## config.mk

```make
export PLATFORM = sky130hd
export DESIGN_NAME = vht_update
export DESIGN_NICKNAME = d
export VERILOG_FILES = /design/src/hdl/assert_macros.svh /design/src/hdl/vht_pkg.sv /design/src/hdl/vht_update.sv
export SDC_FILE = /design/constraint.sdc
export NUM_CORES = 1
export LEC_CHECK = 0
export ABC_AREA = 1
export BUFFER_PORTS_ARGS = -buffer_cell sky130_fd_sc_hd__buf_4
export CORE_ASPECT_RATIO = 1.25
export CORE_UTILIZATION = 30
export DETAILED_ROUTE_END_ITERATION = 6
export PLACE_DENSITY_LB_ADDON = 0.1
export SLEW_MARGIN = 20
export SYNTH_ARGS = -nofsm -noshare
export SYNTH_HDL_FRONTEND = slang
export SYNTH_SLANG_ARGS = --single-unit
export TNS_END_PERCENT = 50
```

## constraint.sdc

```tcl
create_clock -name vclk -period 4.4
set_input_delay 0.88 -clock vclk [all_inputs]
set_output_delay 0.88 -clock vclk [all_outputs]
set_load 0.01 [all_outputs]
```

## src/hdl/assert_macros.svh

```systemverilog
// ----------------------------------------------------------------------------
// Assertion macros
// Implication helpers used by the concurrent checks in the RTL.
// ----------------------------------------------------------------------------
`ifndef ASSERT_MACROS_SVH
`define ASSERT_MACROS_SVH
`ifndef ASSERT_OFF
// Same-cycle implication, disabled while reset is asserted.
`define ASSERT_IMPLIES(label, clk, rst_n, lhs, rhs) \
  label: assert property (@(posedge clk) disable iff (!(rst_n)) (lhs) |-> (rhs)) \
    else $error("assertion failed");
// Next-cycle implication, disabled while reset is asserted.
`define ASSERT_NEXT(label, clk, rst_n, lhs, rhs) \
  label: assert property (@(posedge clk) disable iff (!(rst_n)) (lhs) |=> (rhs)) \
    else $error("assertion failed");
`else
`define ASSERT_IMPLIES(label, clk, rst_n, lhs, rhs)
`define ASSERT_NEXT(label, clk, rst_n, lhs, rhs)
`endif
`endif

```

## src/hdl/vht_pkg.sv

```systemverilog
// ----------------------------------------------------------------------------
// Visibility hysteresis table package
// Item types, table entry layout, operation codes and register indexes.
// ----------------------------------------------------------------------------
package vht_pkg;

  // Number of slots the 8-bit slot field can address.
  localparam int unsigned SLOT_SPAN = 256;

  // Register indexes of the configuration port.
  localparam logic REG_SHOW_THRESHOLD = 1'b0;
  localparam logic REG_HIDE_THRESHOLD = 1'b1;

  // Operation codes of an input item.
  typedef enum logic [1:0] {
    OP_OBSERVE  = 2'd0,
    OP_UNTESTED = 2'd1,
    OP_EVICT    = 2'd2
  } op_e;

  typedef struct packed {
    logic [1:0] operation;
    logic [7:0] slot;
    logic       seen_visible;
  } in_item_t;

  typedef struct packed {
    logic       draw_object;
    logic [7:0] slot_echo;
  } out_item_t;

  // Stored part of one table entry; the valid bit lives in flops.
  typedef struct packed {
    logic       hidden;
    logic [7:0] visible_run;
    logic [7:0] hidden_run;
  } entry_t;

  // Table write request from the update logic.
  typedef struct packed {
    logic       en;
    logic       valid;
    logic [7:0] slot;
    entry_t     data;
  } tbl_wr_t;

  typedef struct packed {
    logic [7:0] show_threshold;
    logic [7:0] hide_threshold;
  } cfg_t;

endpackage

```

## src/hdl/vht_update.sv

```systemverilog
// ----------------------------------------------------------------------------
// Entry update logic
// Applies one item to its entry and forms the draw decision.
// ----------------------------------------------------------------------------
module vht_update #(
  parameter int unsigned ENTRIES = 256,
  parameter int unsigned RUN_MAX = 255
) (
  input  logic              fire_i,
  input  vht_pkg::in_item_t item_i,
  input  vht_pkg::entry_t   rd_data_i,
  input  logic              entry_valid_i,
  input  vht_pkg::cfg_t     cfg_i,
  output vht_pkg::tbl_wr_t  wr_o,
  output logic              draw_o
);

  localparam logic [7:0] RunMax = 8'(RUN_MAX);

  logic            in_range;
  vht_pkg::entry_t base;
  vht_pkg::entry_t upd;

  assign in_range = (32'(item_i.slot) < 32'(ENTRIES));
  // An absent entry starts shown with both streaks at zero.
  assign base     = entry_valid_i ? rd_data_i : '0;

  // Streak and hidden flag update for an observe verdict.
  always_comb begin
    upd = base;
    if (item_i.seen_visible) begin
      upd.hidden_run = 8'd0;
      if (base.visible_run < RunMax) begin
        upd.visible_run = base.visible_run + 8'd1;
      end
      if (base.hidden && (upd.visible_run >= cfg_i.show_threshold)) begin
        upd.hidden = 1'b0;
      end
    end else begin
      upd.visible_run = 8'd0;
      if (base.hidden_run < RunMax) begin
        upd.hidden_run = base.hidden_run + 8'd1;
      end
      if (!base.hidden && (upd.hidden_run >= cfg_i.hide_threshold)) begin
        upd.hidden = 1'b1;
      end
    end
  end

  // Per-operation write request and result.
  always_comb begin
    wr_o       = '0;
    wr_o.slot  = item_i.slot;
    draw_o     = 1'b0;
    case (vht_pkg::op_e'(item_i.operation))
      vht_pkg::OP_OBSERVE: begin
        draw_o = 1'b1;
        if (in_range) begin
          wr_o.en    = fire_i;
          wr_o.valid = 1'b1;
          wr_o.data  = upd;
          draw_o     = !upd.hidden;
        end
      end
      vht_pkg::OP_UNTESTED: begin
        draw_o = 1'b1;
        if (in_range && entry_valid_i) begin
          wr_o.en              = fire_i;
          wr_o.valid           = 1'b1;
          wr_o.data            = rd_data_i;
          wr_o.data.hidden_run = 8'd0;
        end
      end
      vht_pkg::OP_EVICT: begin
        draw_o = 1'b0;
        if (in_range) begin
          wr_o.en    = fire_i;
          wr_o.valid = 1'b0;
        end
      end
      default: begin
        draw_o = 1'b0;
      end
    endcase
  end

endmodule

```

Yosys cells after proc, flatten, opt, wreduce, memory -nomap -nowiden

Index checks and enable logic that the tools add are counted.

Register bits: 0
Bits of input ports: 46
Word-level logic and storage cells: 26

$add $sub $neg: 2
Order comparisons: 4
Eq/ne operators: 2
Muxes and demuxes: 13
Reduce and logical (&&, ||, !) cells: 5

Operators by type and width:

| operator                                                               | number |
|---|---|
| 17-bit 2-to-1 mux                                                      | 3 |
| 17-bit one-hot mux with 2 select lines                                 | 1 |
| 8-bit 2-to-1 mux                                                       | 4 |
| 8-bit by 1-bit adder with 8-bit output (second input constant)         | 2 |
| 8-bit greater-or-equal comparator                                      | 2 |
| 8-bit < comparator (second input constant)                             | 2 |
| 2-bit one-hot mux with 3 select lines                                  | 1 |
| 2-bit by 1-bit equality test with 1-bit output (second input constant) | 1 |
| 2-bit equality test (second input constant)                            | 1 |
| 1-bit logical AND                                                      | 2 |
| 1-bit zero test                                                        | 2 |
| 2-bit zero test                                                        | 1 |
| 1-bit 2-to-1 mux                                                       | 2 |
| 2-bit 2-to-1 mux                                                       | 1 |
| 1-bit one-hot mux with 2 select lines                                  | 1 |

Longest topological paths before layout

Depth in word-level cells: 10
Gate-level depth with buffers: 23
Mapped depth without buffers: 21

Worst setup path before layout

No wires, ideal clock.

Path type: input-to-output
Start point: input entry_valid_i
End point: output wr_o[16] (netlist bit)
Data arrival time: 2,927 ps
Path slack: 593 ps
Stages: 23
Path buffers: 2
Path through: buf_6 -> buf_4 -> nand2_1 -> inv_1 -> ha_1 -> inv_1 -> nor3_4 -> nand3_2 -> clkinv_1 -> nand2_1 -> o21ai_2 -> inv_1 -> ha_1 -> nand2_1 -> nor2_1 -> nor2_1 -> nand2_1 -> nand2_1 -> nand2_1 -> nand2_1 -> nand2_1 -> nand2_1 -> nand2_1

RTL lines:

| what               | RTL line         | text |
|---|---|---|
| start: declaration | vht_update.sv:12 | `input logic entry_valid_i,` |
| end: declaration   | vht_update.sv:14 | `output vht_pkg::tbl_wr_t wr_o,` |

==> results.md <==
* Met1 usage at 0.171
* Mapped Avg Cell Area at 5.40 um2
* Sw Share at 0.523
* PwrDens at 77.1 mW/mm2
* Buffers on Ports at 58
* Area delta synth->final at 35.5%
* Synth Cell Area at 0.00126 mm2
* Synth top area share at 0.233
* Total number of sequential cells at 0
* DR vias at 1485
* Rows at 25
* Max Slew Vio Count at 0
* Syn Nets at 297
* Final hold violation count at 0
* Worst hold path type: primary input to output pin
* Fmax at 243 MHz
* GRT busiest layer: met2
* Sequential power share at 0
* Largest net degree at the start of global routing at 16
* Post-DP HPWL at 2.84 mm
* P_int at 0.0000627 W
* Status: finished clean
* CP max FO at 15
* Clock Power Share at 0
* Register area at 0 um2
* GRT overflow at 0
* Worst Path Required at 3520 ps
* Vias in the first global route at 1375
* Number of buffers inserted by hold repair at cts at 0
* Via/cell ratio at 4.39
* Met2 Use GR at 0.290
* Sequential element share of the synthesized area at 0
* Worst Setup EP: wr_o[16]
* Final core occ at 0.436
* IO Pins at 74
* Most numerous cell in the Yosys netlist: nand2_1
* Final WL at 3.14 mm
* Hold_ws at 1760 ps
* Avg WL per Cell at 9.28 um
* Die X at 59.9 um
* Area occupied by multi-input gates at 0.00101 mm2
* Iter 0 DRT Violations at 35
* Routed Antenna Nets at 0
* Initial antenna violation count at 0
* Fin nets at 350
* Actual slew at the worst max-slew pin at 544 ps
* 1st-pass router iterations at 4
* CP startpoint kind: primary input
* Combinational power share at 1.000
* # clk buffers at 0
* Mapped Cells at 233
* Starting Density at 0.322
* RSZ-0062 raised after global routing: no
* Crit path from: entry_valid_i
* Maxcap violations at 0
* Gr usage total at 0.147
* Commonest cells in the netlist: nand2_1 (78), inv_1 (41), nor2_1 (23)
* Remaining DRCs at 0
* Top cells by area, synth: nand2_1 (23%), ha_1 (18%), inv_1 (12%)
* Ys Warns at 0
* Slew HR at 0.636
* CP Class: primary input to output pin
* Critical path arrival at 3230 ps
* Leakage power at 1.08 nW
* Net Switching at 0.0000688 W
* GRT met3 Usage at 0.0174
* Final setup viols at 0
* Post-layout min period at 4110 ps
* GP Congestion at 0.789
* CTS resizes at 0
* Post-synth top area cell: nand2_1
* N_diodes at 0
* Die Y at 74.4 um
* Total Power at 0.000132 W
* Critical path endpoint category: output pin
* Post-CTS Setup Inserts at 0
* Part of the cycle the worst path needs at 0.934
* Setup TNS at 0 ps
* Core area at 0.00391 mm2
* Die area at 0.00446 mm2
* Number of library cell types mapped by synthesis at 25
* Maximum resistive drop on vdd at 30.5 uV
* Fillcell total at 446
* Layout cell share with drive strength beyond 1 at 0.292
* First-pass GRT wire length at 5.29 mm
routing by layer:
layer  vias to the layer above  routed length [um]
met1                       624                1310
li1                        821                   -
met4                         0                  15
met2                        36                1650
met3                         4                 160
met5                         -                   0
metrics by stage:
| stage | cells | worst slack, ps | area [um2] |
|---|---|---|---|
| detailed placement | 338 | 294 | 1710 |
| global route | 338 | 14.0 | 1710 |
| finish | 338 | 291 | 1710 |
| CTS | 338 | 280 | 1710 |
| global placement | 338 | 295 | 1710 |
| floorplan | 233 | 593 | 1260 |
area by class of cell:
cell class / count / share of cell area
multi-input cells: 179 / 0.595
well taps: 54 / 0.0396
inverters: 44 / 0.0968
repair buffers: 61 / 0.269
cells in the final DEF (no fill, tap or decap), drive strengths merged:
cell type	n
nand2	84
buf	61
inv	43
nor2	25
nand3	22
ha	18
o21ai	10
a21oi	6
xor2	5
nor3	3
xnor2	1
clkinv	1
and2	1
nor3b	1
nand3b	1
and3	1
a21boi	1
power groups by stage:
stage / clock, W / combinational, W / sequential, W
floorplan: 0 / 0.0000854 / 0
global placement: 0 / 0.000134 / 0
detailed placement: 0 / 0.000134 / 0
CTS: 0 / 0.000134 / 0
global route: 0 / 0.000151 / 0
finish: 0 / 0.000132 / 0
worst min-delay path by stage:
| stage | startpoint | end | slack, ps | cells past startpoint |
|---|---|---|---|---|
| after floorplan | item_i[1] | wr_o[17] | 1850 | 1 |
| after global placement | item_i[3] | wr_o[19] | 1760 | 0 |
| after detailed placement | item_i[3] | wr_o[19] | 1760 | 0 |
| after CTS | item_i[3] | wr_o[19] | 1760 | 0 |
| after global routing | item_i[1] | wr_o[17] | 1760 | 0 |
| final | item_i[1] | wr_o[17] | 1760 | 0 |
cells by family after synthesis:
family | after synthesis | synth area share
and+or+nand+nor | 138 | 0.504
AOI/OAI and AO/OA | 17 | 0.0815
buffers and inverters | 54 | 0.194
adders and majority gates | 18 | 0.179
xor gates and xnor gates | 6 | 0.0417
critical path: stages:
cell	delay (ps)
buf_4	190
nand2_2	100
inv_2	70
ha_1	190
inv_1	100
nor3_4	270
nand3_2	150
clkinv_1	90
nand2_1	60
o21ai_2	70
inv_1	60
ha_1	280
nand2_1	70
nor2_1	40
nor2_1	70
nand2_1	60
nand2_1	50
nand2_1	50
nand2_1	80
nand2_1	50
nand2_1	50
nand2_1	50
buf_4	140
No activity file was read; power rests on OpenSTA's default activity.
