## src/hdl/assert_macros.svh

```systemverilog
// ----------------------------------------------------------------------------
// Assertion macros
// Implication helpers used by the concurrent checks in the RTL.
// ----------------------------------------------------------------------------
`ifndef ASSERT_MACROS_SVH
`define ASSERT_MACROS_SVH
`ifndef ASSERT_OFF
// Same-cycle implication, disabled while reset is asserted.
`define ASSERT_IMPLIES(label, clk, rst_n, lhs, rhs) \
  label: assert property (@(posedge clk) disable iff (!(rst_n)) (lhs) |-> (rhs)) \
    else $error("assertion failed");
// Next-cycle implication, disabled while reset is asserted.
`define ASSERT_NEXT(label, clk, rst_n, lhs, rhs) \
  label: assert property (@(posedge clk) disable iff (!(rst_n)) (lhs) |=> (rhs)) \
    else $error("assertion failed");
`else
`define ASSERT_IMPLIES(label, clk, rst_n, lhs, rhs)
`define ASSERT_NEXT(label, clk, rst_n, lhs, rhs)
`endif
`endif

```

## src/hdl/vht_pkg.sv

```systemverilog
// ----------------------------------------------------------------------------
// Visibility hysteresis table package
// Item types, table entry layout, operation codes and register indexes.
// ----------------------------------------------------------------------------
package vht_pkg;

  // Number of slots the 8-bit slot field can address.
  localparam int unsigned SLOT_SPAN = 256;

  // Register indexes of the configuration port.
  localparam logic REG_SHOW_THRESHOLD = 1'b0;
  localparam logic REG_HIDE_THRESHOLD = 1'b1;

  // Operation codes of an input item.
  typedef enum logic [1:0] {
    OP_OBSERVE  = 2'd0,
    OP_UNTESTED = 2'd1,
    OP_EVICT    = 2'd2
  } op_e;

  typedef struct packed {
    logic [1:0] operation;
    logic [7:0] slot;
    logic       seen_visible;
  } in_item_t;

  typedef struct packed {
    logic       draw_object;
    logic [7:0] slot_echo;
  } out_item_t;

  // Stored part of one table entry; the valid bit lives in flops.
  typedef struct packed {
    logic       hidden;
    logic [7:0] visible_run;
    logic [7:0] hidden_run;
  } entry_t;

  // Table write request from the update logic.
  typedef struct packed {
    logic       en;
    logic       valid;
    logic [7:0] slot;
    entry_t     data;
  } tbl_wr_t;

  typedef struct packed {
    logic [7:0] show_threshold;
    logic [7:0] hide_threshold;
  } cfg_t;

endpackage

```

## src/hdl/vht_cfg.sv

```systemverilog
// ----------------------------------------------------------------------------
// Configuration registers
// APB-style access to the show and hide thresholds.
// ----------------------------------------------------------------------------
module vht_cfg (
  input  logic          clk_i,
  input  logic          rst_ni,
  input  logic          psel,
  input  logic          penable,
  input  logic          pwrite,
  input  logic [2:0]    paddr,
  input  logic [31:0]   pwdata,
  output logic [31:0]   prdata,
  output logic          pready,
  output vht_pkg::cfg_t cfg_o
);

  vht_pkg::cfg_t cfg_q, cfg_d;
  logic          wr_en;
  logic          reg_sel;

  assign pready  = 1'b1;
  assign reg_sel = paddr[2];
  assign wr_en   = psel && penable && pwrite && pready;

  // Register write decode.
  always_comb begin
    cfg_d = cfg_q;
    if (wr_en) begin
      if (reg_sel == vht_pkg::REG_SHOW_THRESHOLD) begin
        cfg_d.show_threshold = pwdata[7:0];
      end else begin
        cfg_d.hide_threshold = pwdata[7:0];
      end
    end
  end

  always_ff @(posedge clk_i or negedge rst_ni) begin
    if (!rst_ni) begin
      cfg_q.show_threshold <= 8'd2;
      cfg_q.hide_threshold <= 8'd3;
    end else begin
      cfg_q <= cfg_d;
    end
  end

  // Read data mux.
  always_comb begin
    if (reg_sel == vht_pkg::REG_SHOW_THRESHOLD) begin
      prdata = {24'd0, cfg_q.show_threshold};
    end else begin
      prdata = {24'd0, cfg_q.hide_threshold};
    end
  end

  assign cfg_o = cfg_q;

endmodule

```

## config.mk

```make
export PLATFORM = sky130hd
export DESIGN_NAME = vht_cfg
export DESIGN_NICKNAME = d
export VERILOG_FILES = /design/src/hdl/assert_macros.svh /design/src/hdl/vht_pkg.sv /design/src/hdl/vht_cfg.sv
export SDC_FILE = /design/constraint.sdc
export NUM_CORES = 1
export LEC_CHECK = 0
export CORE_UTILIZATION = 54
export DETAILED_ROUTE_END_ITERATION = 10
export DONT_BUFFER_PORTS = 1
export GPL_ROUTABILITY_DRIVEN = 0
export GPL_TIMING_DRIVEN = 0
export PLACE_DENSITY = 0.81
export SYNTH_ARGS = -nofsm -noshare
export SYNTH_HDL_FRONTEND = slang
export SYNTH_SLANG_ARGS = --single-unit
```

## constraint.sdc

```tcl
create_clock -name clk_i -period 0.97 [get_ports clk_i]
set_clock_uncertainty 0.2 [all_clocks]
set_input_delay 0.0485 -clock clk_i [delete_from_list [all_inputs] [get_ports clk_i]]
set_output_delay 0.0485 -clock clk_i [all_outputs]
set_load 0.01 [all_outputs]
```

# Word level (Yosys, flattened, before mapping)
# Cells that the tools add are included.
totals:
  reg_bits: 16
classes:
  mux: 1
  bitwise: 1
  n_reduce_logical: 4
op_table:
  columns: ["op", "count"]
  rows:
  - ["$mux 8", 1]
  - ["$reduce_and 2->1", 2]
  - ["$logic_and 1x1->1", 2]
  - ["$not 1->1", 1]

# Depth between registers and ports, before layout
depth:
  word_depth: 3
  ltp_mapped: 3
  mapped_depth_nobuf: 2

# Worst setup path after synthesis
# No wires, ideal clock.
synth_path:
  path_kind: "input -> register"
  start: "input paddr[2]"
  end: "register cfg_q, in the netlist cfg_o[10]"
  setup_ns: 0.125
  arrival_time_ns: 0.684
  setup_slack_ns: -0.038
  path_stages: 3
  n_path_buf: 1
  path_cell_list: "buf_6 > nand4b_4 > mux2_2"
synth_via:
  elab_chain_len: 2
synth_rtl:
  columns: ["element", "line", "source"]
  rows:
  - ["start: declaration", "vht_cfg.sv:11", "input logic [2:0] paddr,"]
  - ["$not 1->1 (no line)", null, null]
  - ["$reduce_and 2->1 (no line)", null, null]
  - ["end signal: assignment", "vht_cfg.sv:43", "cfg_q <= cfg_d;"]
  - ["end: declaration", "vht_cfg.sv:18", "vht_pkg::cfg_t cfg_q, cfg_d;"]
# No other way between the ends.
# A chain may end at the register's enable or synchronous reset.

# Final worst setup path
layout_path:
  start: "register cfg_q, in the netlist cfg_o[0]"
  end: "output prdata[0]"
layout_via:
  elab_chain_len: 1
layout_rtl:
  columns: ["element", "line", "source"]
  rows:
  - ["$mux 8", "vht_cfg.sv:49", "if (reg_sel == vht_pkg::REG_SHOW_THRESHOLD) begin"]
  - ["end: declaration", "vht_cfg.sv:13", "output logic [31:0] prdata,"]
# No other way between the ends.

==> Implementation_results.wiki <==
{| class="wikitable"
! Metric !! Value
|-
| Outcome || finished, violations left
|-
| Failing checks || DRC, hold timing, setup timing
|-
| Largest cells by area after synthesis || sky130_fd_sc_hd__dfrtp_1 (35%), sky130_fd_sc_hd__mux2_2 (29%), sky130_fd_sc_hd__buf_4 (20%), sky130_fd_sc_hd__dfstp_2 (8.5%), sky130_fd_sc_hd__nand4b_4 (2.6%)
|-
| GRT Residual Overflow || 0
|-
| Antenna cells || 0
|-
| Portion of synthesized cell area occupied by the leading cell type || 35.1%
|-
| Largest fanout on the critical path || 3
|-
| Setup Slack @ Placement || -127 ps
|-
| Post-DP HPWL || 1190 um
|-
| Met1 usage in global routing || 23.1%
|-
| Width of the die || 43.4 um
|-
| PnR Total Power || 2.04 mW
|-
| Met3 layer usage reported by global route || 9.17%
|-
| Critical path data arrival time || 1040 ps
|-
| Async set or reset register ratio after synthesis || 100%
|-
| Library cell with the highest instance count after synthesis || sky130_fd_sc_hd__buf_4
|-
| Share of the core filled with cells in the final layout || 79.9%
|-
| Number of vias per cell || 4.66
|-
| Total GRT Usage || 20.7%
|-
| Number of buffer cells added on primary ports || 0
|-
| Worst hold-check slack || -323 ps
|-
| Post-Synthesis Cells || 70
|-
| Clk Tree Root Cell || sky130_fd_sc_hd__clkbuf_4
|-
| Synthesized-area fraction occupied by xor and xnor cells || 0%
|-
| Largest net degree at the start of global routing || 17
|-
| Clock tree from TritonCTS || yes
|-
| H-tree levels || 1
|-
| Number of synthesized register bits || 16
|-
| Total leakage power || 0.699 nW
|-
| Avg Inst Size Synth || 13.2 um2
|-
| DRT antenna net count || 0
|-
| Kind of start point of the critical path || flip-flop
|-
| Maximum clock frequency || 778 MHz
|-
| Hold Path Class || input pin to asynchronous set/reset pin
|-
| Main combinational cell family by area after synthesis || multiplexers
|-
| Via count of the routed design || 569
|-
| Worst skew pair latency || 280 ps
|-
| Total clock buffers created by CTS || 3
|-
| Path type of the worst setup path || flip-flop to output port
|-
| Post-synth top flop || sky130_fd_sc_hd__dfrtp_1
|-
| Portion of the post-synthesis area used by sequential elements || 43.6%
|-
| Vias in the first global route || 611
|-
| Simple-gate area share of the yosys netlist || 4.86%
|-
| Final routed DRC violation total || 8
|-
| Share of synthesized area spent on multiplexers || 29.2%
|-
| Count of warnings emitted by yosys || 0
|-
| Layout Cells excl Fill || 122
|-
| Slew Viols, Final || 0
|-
| Period Utilization, post-route || 132%
|-
| Min setup slack post-route || -315 ps
|-
| Post-synthesis compound-gate area fraction || 0%
|-
| Cts hold-fix bufs || 9
|-
| Number of buffer and inverter instances along the worst setup path || 0
|-
| Flip-flop count of the largest register after layout || 16
|-
| Effective utilization at floorplan || 59.4%
|-
| CP Capture Type || output port
|-
| Worst-case clock buffer depth || 2
|-
| Worst path required time || 720 ps
|-
| Count of unique library cells instantiated by Yosys || 8
|-
| Power per cell area || 1630 nW/um2
|-
| Post-CTS clock slew at the launch and capture registers of the worst setup and hold paths || 90 ps
|-
| Length of the first detailed-routing pass in iterations || 6
|-
| Max-Cap Viols || 0
|-
| Critical-path cell list || mux2_4
|-
| Layout cells sized above 1 || 58.5%
|-
| Cell type with the largest total area after synthesis || sky130_fd_sc_hd__dfrtp_1
|-
| RSZ-0062 raised after global routing || yes
|-
| Arithmetic-cell share of the synthesized area counting full adders, half adders and majority gates || 0%
|-
| GR peak layer || met2
|-
| Number of buffers inserted to repair setup after CTS || 0
|-
| Number of top-level pins || 89
|-
| Final critical-path required period || 1280 ps
|-
| Final number of setup-violating endpoints || 30
|-
| Num rows || 14
|-
| Initial antenna violation count || 0
|-
| Detailed-route wire length || 1830 um
|-
| Relative slew margins || 52.7%
|-
| Global-route wire length before repair || 2780 um
|-
| Post-synth EDFFs || 0
|-
| Mapped Area || 926 um2
|-
| Clock sink count || 16
|-
| Worst path max stage delay || 590 ps
|-
| Filler cell count || 103
|-
| Syn-to-layout area delta || 34.6%
|-
| Count of endpoints failing hold in the final timing report || 29
|-
| Number of DRC markers in iteration 0 || 11
|-
| Area of combinational cells with multiple inputs || 495 um2
|-
| Maximum vdd drop || 0.00112 V
|-
| Area of the die || 1880 um2
|-
| Most used standard cells in the synthesized netlist || sky130_fd_sc_hd__buf_4 (25), sky130_fd_sc_hd__mux2_2 (24), sky130_fd_sc_hd__dfrtp_1 (13)
|-
| Final nets || 147
|-
| Slowest library cell on the worst path || sky130_fd_sc_hd__dfstp_2
|-
| Area inside the core boundary || 1560 um2
|-
| Transition time of the tightest slew-check pin || 710 ps
|-
| Met2 usage || 37.6%
|-
| Sequential cell area || 409 um2
|-
| Average wire per standard cell || 15.0 um
|-
| Crit path max-delay family || flip-flops
|-
| Dpl cells || 109
|-
| Vertical die dimension || 43.4 um
|}
cells by family after synthesis:
logic type | count (synthesis)
other | 2
AND/OR/NAND/NOR | 2
flip-flops | 16
buffers and inverters | 26
multiplexers | 24
path summary, 6_finish.rpt:
kind | from | endpoint | slack (ps) | depth (start not counted)
min in group clk_i | penable | cfg_o[2]$_DFFE_PN0P_ | -60 | 2
setup / recovery | cfg_o[0]$_DFFE_PN1P_ | prdata[0] | -310 | 1
setup reg to reg | cfg_o[4]$_DFFE_PN0P_ | cfg_o[4]$_DFFE_PN0P_ | -60 | 1
max in group asynchronous | rst_ni | cfg_o[13]$_DFFE_PN0P_ | 400 | 1
hold reg to reg | cfg_o[13]$_DFFE_PN0P_ | cfg_o[13]$_DFFE_PN0P_ | 380 | 1
hold / removal | rst_ni | cfg_o[7]$_DFFE_PN0P_ | -320 | 1
layer usage:
layer / wire, um / part of all wire, % / vias up
met3: 185 / 10 / 0
met5: 0 / 0 / -
li1: - / - / 260
met4: 0 / 0 / 0
met1: 654 / 36 / 270
met2: 987 / 54 / 39
power breakdown:
part	total (mW)	switching (mW)	internal [mW]	leakage [nW]
combinational	0.623	0.222	0.401	0.501
sequential	1.06	0.214	0.843	0.183
clock	0.356	0.197	0.159	0.0150
total	2.04	0.632	1.40	0.699
through the flow:
stage / TNS [ps] / instance area, um2
4_1_cts: -3740 / 1220
3_5_place_dp: -1640 / 1060
6_report: -3530 / 1250
3_3_place_gp: -1640 / 1060
5_1_grt: -4710 / 1250
2_1_floorplan: -289 / 1040
repair_timing:
item | 4_1_cts | 5_1_grt
pin swaps | 0 | 0
hold endpoints to repair | 32 | 29
endpoints found under the setup margin | 36 | 56
gates cloned | 0 | 0
resized for setup | 13 | 9
placed cells by master, fill, tap and decap left out:
cell type and n:
sky130_fd_sc_hd__dlygate4sd3_1 8, sky130_fd_sc_hd__clkbuf_4 3, sky130_fd_sc_hd__nand4b_4 1, sky130_fd_sc_hd__buf_4 25, sky130_fd_sc_hd__mux2_4 23, sky130_fd_sc_hd__nand4_4 1
sky130_fd_sc_hd__dfrtp_1 9, sky130_fd_sc_hd__mux2_2 1, sky130_fd_sc_hd__buf_8 1, sky130_fd_sc_hd__dfrtp_2 4, sky130_fd_sc_hd__conb_1 25, sky130_fd_sc_hd__dlymetal6s4s_1 1
sky130_fd_sc_hd__dfstp_2 3, sky130_fd_sc_hd__clkbuf_1 1
cell type report:
cell class              instances  area share, %
plain buffers                  26           16.3
clock buffers                   4           2.11
multi-input cells              51           39.8
flip-flops and latches         16           32.8
well taps                      16           1.61
repair buffers                  9           7.43
No activity file was read; power rests on OpenSTA's default activity.
